**config.mk**
```make
export PLATFORM = sky130hd
export DESIGN_NAME = sorted_priority_queue
export DESIGN_NICKNAME = d
export VERILOG_FILES = /design/src/rtl/spq_pkg.sv /design/src/rtl/sorted_priority_queue.sv
export SDC_FILE = /design/constraint.sdc
export NUM_CORES = 1
export LEC_CHECK = 0
export BUFFER_PORTS_ARGS = -buffer_cell sky130_fd_sc_hd__buf_2
export CORE_MARGIN = 2
export CORE_UTILIZATION = 55
export DETAILED_ROUTE_END_ITERATION = 7
export PLACE_DENSITY = 0.77
export SYNTH_ARGS = -nofsm -noshare
export SYNTH_HDL_FRONTEND = slang
export SYNTH_SLANG_ARGS = --single-unit
export TNS_END_PERCENT = 1
```
**constraint.sdc**
```tcl
create_clock -name clk -period 4.9 [get_ports clk]
set_clock_uncertainty 0.05 [all_clocks]
set_input_delay 0.49 -clock clk [delete_from_list [all_inputs] [get_ports clk]]
set_output_delay 0.49 -clock clk [all_outputs]
set_load 0.1 [all_outputs]
```
**src/rtl/spq_pkg.sv**
```systemverilog
// ----------------------------------------------------------------------------
// spq_pkg
// Shared sizes, types and status codes of the sorted priority queue.
// ----------------------------------------------------------------------------
package spq_pkg;

  localparam int DEPTH        = 10;
  localparam int PAYLOAD_BITS = 64;

  localparam int LEVEL_W  = 3;
  localparam int DATA_W   = 64;
  localparam int STATUS_W = 2;
  localparam int FILL_W   = 4;
  localparam int IDX_W    = (DEPTH > 1) ? $clog2(DEPTH) : 1;
  localparam int CNT_W    = $clog2(DEPTH + 1);

  localparam logic [LEVEL_W-1:0] LEVEL_MIN = LEVEL_W'(1);
  localparam logic [LEVEL_W-1:0] LEVEL_MAX = LEVEL_W'(5);

  typedef enum logic [STATUS_W-1:0] {
    ST_DONE  = 2'd0,
    ST_FULL  = 2'd1,
    ST_EMPTY = 2'd2
  } status_t;

  typedef enum logic {
    CMD_ENQ = 1'b0,
    CMD_DEQ = 1'b1
  } cmd_t;

endpackage

```
**src/rtl/sorted_priority_queue.sv**
```systemverilog
// ----------------------------------------------------------------------------
// sorted_priority_queue
// Bounded priority queue held in slot registers, sorted by level.
// ----------------------------------------------------------------------------
// Entries are held in level order, highest first, and in arrival order within
// a level. One level comparator and one slot move per cycle do all the work:
// an enqueue walks from the tail towards the head, moving each lower entry
// back by one slot until it finds its place; a dequeue takes the head and
// walks the rest forward one slot a cycle. The block takes no new transfer
// until the result of the last one is registered at the output.
module sorted_priority_queue
  import spq_pkg::*;
(
  input  logic                clk,
  input  logic                rst_n,
  input  logic                in_valid,
  output logic                in_ready,
  input  logic                in_cmd,
  input  logic [LEVEL_W-1:0]  in_level,
  input  logic [DATA_W-1:0]   in_payload,
  output logic                out_valid,
  input  logic                out_ready,
  output logic [STATUS_W-1:0] out_status,
  output logic [LEVEL_W-1:0]  out_level,
  output logic [DATA_W-1:0]   out_payload,
  output logic [FILL_W-1:0]   out_fill
);

  typedef enum logic [1:0] {
    S_IDLE,
    S_ENQ,
    S_DEQ,
    S_RESP
  } state_t;

  state_t                  state_r;
  logic [LEVEL_W-1:0]      slot_level_r [DEPTH];
  logic [PAYLOAD_BITS-1:0] slot_data_r  [DEPTH];
  logic [CNT_W-1:0]        occ_r;
  logic [IDX_W-1:0]        idx_r;
  logic [LEVEL_W-1:0]      new_level_r;
  logic [PAYLOAD_BITS-1:0] new_data_r;
  status_t                 res_status_r;
  logic [LEVEL_W-1:0]      res_level_r;
  logic [PAYLOAD_BITS-1:0] res_data_r;
  logic                    out_valid_r;
  logic [STATUS_W-1:0]     out_status_r;
  logic [LEVEL_W-1:0]      out_level_r;
  logic [PAYLOAD_BITS-1:0] out_data_r;
  logic [FILL_W-1:0]       out_fill_r;

  logic [LEVEL_W-1:0]      in_level_clamped;
  logic [IDX_W-1:0]        rd_idx;
  logic [LEVEL_W-1:0]      rd_level;
  logic [PAYLOAD_BITS-1:0] rd_data;
  logic                    rd_lower;
  logic                    deq_last;
  logic                    in_xfer;

  assign in_xfer = in_valid && in_ready;

  always_comb begin
    if (in_level < LEVEL_MIN) begin
      in_level_clamped = LEVEL_MIN;
    end else if (in_level > LEVEL_MAX) begin
      in_level_clamped = LEVEL_MAX;
    end else begin
      in_level_clamped = in_level;
    end
  end

  // shared slot read port and level comparator
  assign rd_idx   = (state_r == S_DEQ) ? idx_r + IDX_W'(1) : idx_r - IDX_W'(1);
  assign rd_level = slot_level_r[rd_idx];
  assign rd_data  = slot_data_r[rd_idx];
  assign rd_lower = rd_level < new_level_r;
  assign deq_last = (CNT_W'(idx_r) + CNT_W'(1)) == occ_r;

  always_ff @(posedge clk) begin
    if (!rst_n) begin
      state_r     <= S_IDLE;
      occ_r       <= '0;
      out_valid_r <= 1'b0;
    end else begin
      if (out_valid_r && out_ready && state_r != S_RESP) begin
        out_valid_r <= 1'b0;
      end
      case (state_r)
        S_IDLE: begin
          if (in_xfer) begin
            new_level_r <= in_level_clamped;
            new_data_r  <= in_payload[PAYLOAD_BITS-1:0];
            if (in_cmd == CMD_ENQ) begin
              res_level_r <= '0;
              res_data_r  <= '0;
              if (occ_r == CNT_W'(DEPTH)) begin
                res_status_r <= ST_FULL;
                state_r      <= S_RESP;
              end else begin
                idx_r   <= occ_r[IDX_W-1:0];
                state_r <= S_ENQ;
              end
            end else begin
              if (occ_r == '0) begin
                res_level_r  <= '0;
                res_data_r   <= '0;
                res_status_r <= ST_EMPTY;
                state_r      <= S_RESP;
              end else begin
                res_level_r <= slot_level_r[0];
                res_data_r  <= slot_data_r[0];
                idx_r       <= '0;
                state_r     <= S_DEQ;
              end
            end
          end
        end
        S_ENQ: begin
          if (idx_r != '0 && rd_lower) begin
            slot_level_r[idx_r] <= rd_level;
            slot_data_r[idx_r]  <= rd_data;
            idx_r               <= idx_r - IDX_W'(1);
          end else begin
            slot_level_r[idx_r] <= new_level_r;
            slot_data_r[idx_r]  <= new_data_r;
            occ_r               <= occ_r + CNT_W'(1);
            res_status_r        <= ST_DONE;
            state_r             <= S_RESP;
          end
        end
        S_DEQ: begin
          if (deq_last) begin
            slot_level_r[idx_r] <= '0;
            occ_r               <= occ_r - CNT_W'(1);
            res_status_r        <= ST_DONE;
            state_r             <= S_RESP;
          end else begin
            slot_level_r[idx_r] <= rd_level;
            slot_data_r[idx_r]  <= rd_data;
            idx_r               <= idx_r + IDX_W'(1);
          end
        end
        S_RESP: begin
          if (!out_valid_r || out_ready) begin
            out_valid_r  <= 1'b1;
            out_status_r <= res_status_r;
            out_level_r  <= res_level_r;
            out_data_r   <= res_data_r;
            out_fill_r   <= FILL_W'(occ_r);
            state_r      <= S_IDLE;
          end
        end
        default: begin
          state_r <= S_IDLE;
        end
      endcase
    end
  end

  assign in_ready    = (state_r == S_IDLE);
  assign out_valid   = out_valid_r;
  assign out_status  = out_status_r;
  assign out_level   = out_level_r;
  assign out_payload = DATA_W'(out_data_r);
  assign out_fill    = out_fill_r;

endmodule

```
# == Word level (Yosys, flattened, before mapping) ==
# Memories as Yosys holds them, arrays and structs flattened. A register that Yosys moved wholly into a read port is not among the register bits.
# Cells that the tools add are included.
# totals
register_bits,153
inputBits,72
out_inout_bits,75
ram_bits,670
word_cells,113
memories,2
# mem_list
name,words,width,rd,rd_clocked_by_memory_dff,wr,line,rtl
slot_data_r,10,64,2,1,1,sorted_priority_queue.sv:38,logic [PAYLOAD_BITS-1:0] slot_data_r [DEPTH];
slot_level_r,10,3,2,1,1,sorted_priority_queue.sv:37,logic [LEVEL_W-1:0] slot_level_r [DEPTH];
# classes
eq_ne,16
bitwise,6
magnitude_cmp,3
reduce_logical,19
addsub,4
mux,51
# op_table
op,n
$mux W64,2
$mux W4,9
$mux W2,12
$mux W1,20
$reduce_and A7 Y1,2
$mux W3,4
$ne A2 B2 Y1 const B,6
$pmux W4 S3,1
$reduce_and A3 Y1,3
$add A4 B1 Y4 const B,2
$pmux W2 S4,1
$pmux W4 S2,1
$sub A4 B1 Y4 const B,2
$ne A3 B3 Y1 const B,2
$pmux W2 S3,1
$or A1 B1 Y1,5
$eq A2 B2 Y1 const B,2
$eq A4 B4 Y1,1
$eq A4 B4 Y1 const B,1
$logic_and A1 B1 Y1,4
$logic_not A4 Y1,1
$reduce_and A4 Y1,1
$reduce_bool A4 Y1,1
$reduce_or A2 Y1,2
other kinds (13),13

# == Logic depth before layout (Yosys ltp) ==
# An unclocked memory read counts as a cell.
# logic_depth
ltp_word,12
ltp_mapped,19
ltp_nobuf,15

# == Worst setup path before layout ==
# No wires, ideal clock.
# synth_path
path_kind,register -> register
from,register state_r[0]
to,"register new_data_r[0], enable pin"
period_less_slack_ps,5093
path_stages_with_launch,4
setup_slack_ps,-193
path_buffers,0
arrival_time_ps,4533
required_time_ps,4340
setup_time_ps,510
path_cell_list,dfxtp_1 -> inv_1 -> ha_1 -> and3_1
# synth_between
elab_chain_len,3
# synth_lines
element,line,rtl
start: declaration,sorted_priority_queue.sv:36,state_t state_r;
start signal: assignment,sorted_priority_queue.sv:81,state_r <= S_IDLE;
start signal: assignment,sorted_priority_queue.sv:98,state_r <= S_RESP;
start signal: assignment,sorted_priority_queue.sv:101,state_r <= S_ENQ;
$logic_not A2 Y1 (*),sorted_priority_queue.sv:160,assign in_ready = (state_r == S_IDLE);
via in_ready,sorted_priority_queue.sv:17,"output logic in_ready,"
$logic_and A1 B1 Y1,sorted_priority_queue.sv:60,assign in_xfer = in_valid && in_ready;
$reduce_and A3 Y1 (no line) (*),n/a,
end signal: assignment,sorted_priority_queue.sv:92,new_data_r <= in_payload[PAYLOAD_BITS-1:0];
end: declaration,sorted_priority_queue.sv:42,logic [PAYLOAD_BITS-1:0] new_data_r;
# Mark *: on every way through the listed nets, which the timed path passes. The rest lies on a longest branch.
# A chain may end at the register's enable or synchronous reset.

# == Final worst setup path ==
# layout_path
from,register state_r[0]
to,memory slot_data_r[2][27] (data pin)
# layout_between
elab_chain_len,11
word_cells_on_any_way,16
classes_between,order compare (1); eq/ne (2); mux (10); reduce/logical (1); memory (2)
# layout_lines
element,line,rtl
$eq A2 B2 Y1,"sorted_priority_queue.sv:73, sorted_priority_queue.sv:88",
$mux W4,sorted_priority_queue.sv:73,assign rd_idx = (state_r == S_DEQ) ? idx_r + IDX_W'(1) : idx_r - IDX_W'(1);
$mem_v2 Z10 W3,n/a,
$lt A3 B3 Y1,sorted_priority_queue.sv:76,assign rd_lower = rd_level < new_level_r;
$logic_and A1 B1 Y1,sorted_priority_queue.sv:119,if (idx_r != '0 && rd_lower) begin
$mux W1,sorted_priority_queue.sv:119,
$mux W1,sorted_priority_queue.sv:88,case (state_r)
$mux W1,sorted_priority_queue.sv:80,if (!rst_n) begin
$mux W1 (not written as such),sorted_priority_queue.sv:125,slot_data_r[idx_r] <= new_data_r;
$mux W64 (no line),n/a,
$mux W64 (no line) (*),n/a,
end: declaration,sorted_priority_queue.sv:38,
# Every way passes the cells marked *; elsewhere a longest branch is shown, timed or not.

==> reports/summary.txt <==
outcome: complete, no violations
Die Area: 64100 µm²
DPL Wire Length: 37300 µm
Hold Violations, Final: 0
clock tree buffer depth: 3
root buf cell: clkbuf_16
first-pass GRT wire length: 108000 µm
H-Tree Depth: 3
critical path class: reg2reg
RSZ-0062 raised after global routing: true
Seq/Total Area, Yosys: 78.0%
Synth Register Bits: 890
io pins: 147
NetSw: 7.64 mW
Worst-Skew Late Latency: 640 ps
Worst Hold Path Cells: 1
Mapped Area: 34200 µm²
total number of vias: 17620
Leak: 13.0 nW
residual DRC count: 0
CP Capture Type: flip-flop
max cap viols: 0
Rel. slew slack: 32.9%
Core Util, Final: 64.1%
Std-Cell Rows: 91
final setup vio count: 0
Post-Route WL: 71700 µm
Hold Crit Start: in_payload[36]
total CTS buffers: 87
FF-to-FF setup slack: 250 ps
Final Cycle Share: 94.9%
pwr/cell area: 618 nW/µm²
Tmin final: 4650 ps
Core Area: 61600 µm²
placed insts: 2762
Worst R2R Path Depth: 15
Hold EP: new_data_r[36]$_DFFE_PP_
fmax: 0.215 GHz
CTS Sinks: 890
number of vias per cell: 5.92
worst reg2reg path endpoint: slot_data_r[2][27]$_DFFE_PP_
Yosys cell types: 54
CP Max Fanout: 40
mean post-synth cell area: 18.7 µm²
final layout net count: 2155
Die H: 253 µm
# port buffers: 146
final setup margin: 251 ps
Mapped Cells: 1824
Slew @ Worst Pin: 1010 ps
CTS tree: done
routability congestion estimate: 0.802
layout cells sized above 1: 25.4%
Starting Density: 55.5%
VDD IR max: 0.431 mV
Switching Fraction: 31.3%
area grow syn2layout: 15.6%
largest net degree at the start of global routing: 80
reg-to-reg startpoint: state_r[0]$_SDFFE_PN0P_
First-pass DRT Iterations: 5
Int Pwr: 16.8 mW
ant diodes: 0
net count after synthesis: 1910
WP data arrival: 4890 ps
gr usage total: 22.8%
WP data required: 5140 ps
most frequent cells in the layout: 883 x edfxtp_1, 217 x nand2_1, 146 x buf_2
EDFF count, synth: 883
ANT nets after route: 0
crit start category: flip-flop
pins over their slew limit: 0
vias in the first global route: 17921
Synth Flop Type: edfxtp_1
Hold WC Path Type: in2reg
Synth async-reset ratio: 0%
DR iter-0 viols: 1717
initial antenna violation count: 0
most common cell after layout, fill and taps aside: edfxtp_1
combinational share of power: 28.7%
sequential group share of total power: 45.0%
grt ovf: 0
clock slew at reported path FFs: 60 ps
Die Wd: 253 µm
Place WS: 243 ps
yosys synthesis warning count: 0
clock power share: 26.3%
drt wl/cell: 24.1 µm
layout filler cell count: 4056
worst setup path startpoint: state_r[0]$_SDFFE_PN0P_
Finished Layout Cells: 2975
## kinds of logic after synthesis
group,count (synthesis),share of synthesized area (%)
flops,890,78.0
fa+ha+maj,14,0.535
xor+xnor,13,0.355
simple gates,412,5.63
compound gates,182,2.96
mux,205,11.1
buf+inv,108,1.38
## Yosys cell counts (all sizes together), types with 3 or more instances
master   count  area share (%)
a2111oi      3           0.077
a211oi       5            0.12
a21boi       3           0.066
a21oi        7            0.10
a31oi        4           0.073
and2        90             1.6
buf         50            0.74
clkbuf      46            0.51
dfxtp        7            0.41
edfxtp     883              78
ha          13            0.48
inv         12            0.13
mux2        66             2.2
mux2i        7            0.24
mux4       132             8.7
nand2      218             2.4
nand2b       4           0.073
nand3       68             1.0
nor2        13            0.14
nor2b        5           0.092
o21ai      144             2.1
xnor2        7            0.18
xor2         6            0.18
## worst max-delay path by stage
stage | slack, ps | cells past startpoint | endpoint
5_1_grt | -180 | 15 | slot_data_r[2][27]$_DFFE_PP_
2_1_floorplan | 80 | 8 | slot_data_r[9][0]$_DFFE_PP_
3_5_place_dp | 240 | 12 | slot_data_r[6][27]$_DFFE_PP_
3_3_place_gp | 490 | 12 | slot_data_r[7][35]$_DFFE_PP_
4_1_cts | 240 | 12 | slot_data_r[9][19]$_DFFE_PP_
6_report | 250 | 15 | slot_data_r[2][27]$_DFFE_PP_
## timing repair
| action | 4_1_cts | 5_1_grt |
|---|---|---|
| resized for setup | 0 | 20 |
| setup endpoints to repair | 0 | 374 |
| hold buffers | 55 | 0 |
| buffers inserted | 0 | 0 |
| hold endpoints to repair | 55 | 0 |
## per-layer routing
metal | GRT usage (%) | part of all wire (%) | vias up
li1 | - | - | 7640
met1 | 31.1 | 40 | 9075
met2 | 38.4 | 51 | 785
met3 | 3.36 | 7.2 | 120
met4 | 7.19 | 2.4 | 0
met5 | 0 | 0 | -
## power groups by stage
stage / clock [mW] / combinational (mW) / sequential (mW)
6_report: 6.41 / 7.01 / 11.0
5_1_grt: 6.80 / 7.72 / 11.0
4_1_cts: 6.50 / 7.03 / 11.0
3_5_place_dp: 0 / 6.90 / 11.1
3_3_place_gp: 0 / 6.58 / 11.1
2_1_floorplan: 0 / 4.79 / 11.2
## state kept, by name, summed over array words and instances (netlist names)
name / count
res_level_r: 3
out_status: 2
occ_r: 4
out_level: 3
state_r: 2
slot_data_r: 640
idx_r: 4
new_level_r: 3
out_payload: 64
res_data_r: 64
slot_level_r: 30
res_status_r: 2
new_data_r: 64
out_fill: 4
out_valid: 1
## through the flow
stage / instance area (µm²) / hold slack (ps) / power, mW / setup TNS (ps)
after floorplan: 34200 / 350 / 16.0 / 0
after global placement: 36200 / 352 / 17.7 / 0
after detailed placement: 36200 / 355 / 18.0 / 0
after CTS: 39500 / 2.09 / 24.5 / 0
after global routing: 39500 / 10.2 / 25.5 / -15420
final: 39500 / 19.4 / 24.4 / 0
## area by class of cell
| cell class | instances | area, µm² | share of cell area, % |
|---|---|---|---|
| flip-flops and latches | 890 | 26700 | 67.5 |
| multi-input cells | 826 | 7140 | 18.1 |
| clock buffers | 103 | 2280 | 5.77 |
| repair buffers | 252 | 1880 | 4.75 |
| well taps | 837 | 1050 | 2.65 |
| clock inverters | 55 | 449 | 1.14 |
| inverters | 12 | 45.0 | 0.114 |
## worst max-delay path: stages, from the launching register on
cell and delay, ps:
dfxtp_1 380, inv_1 90, ha_1 320, and4_1 200, o21ai_0 490, nand2_4 120, a211oi_1 240, a31oi_1 110
ha_1 320, a21oi_1 190, nand3_1 110, a21oi_1 410, a211oi_4 130, buf_12 200, buf_12 190, o21ai_0 730
Power figures use the tool's default switching activity.
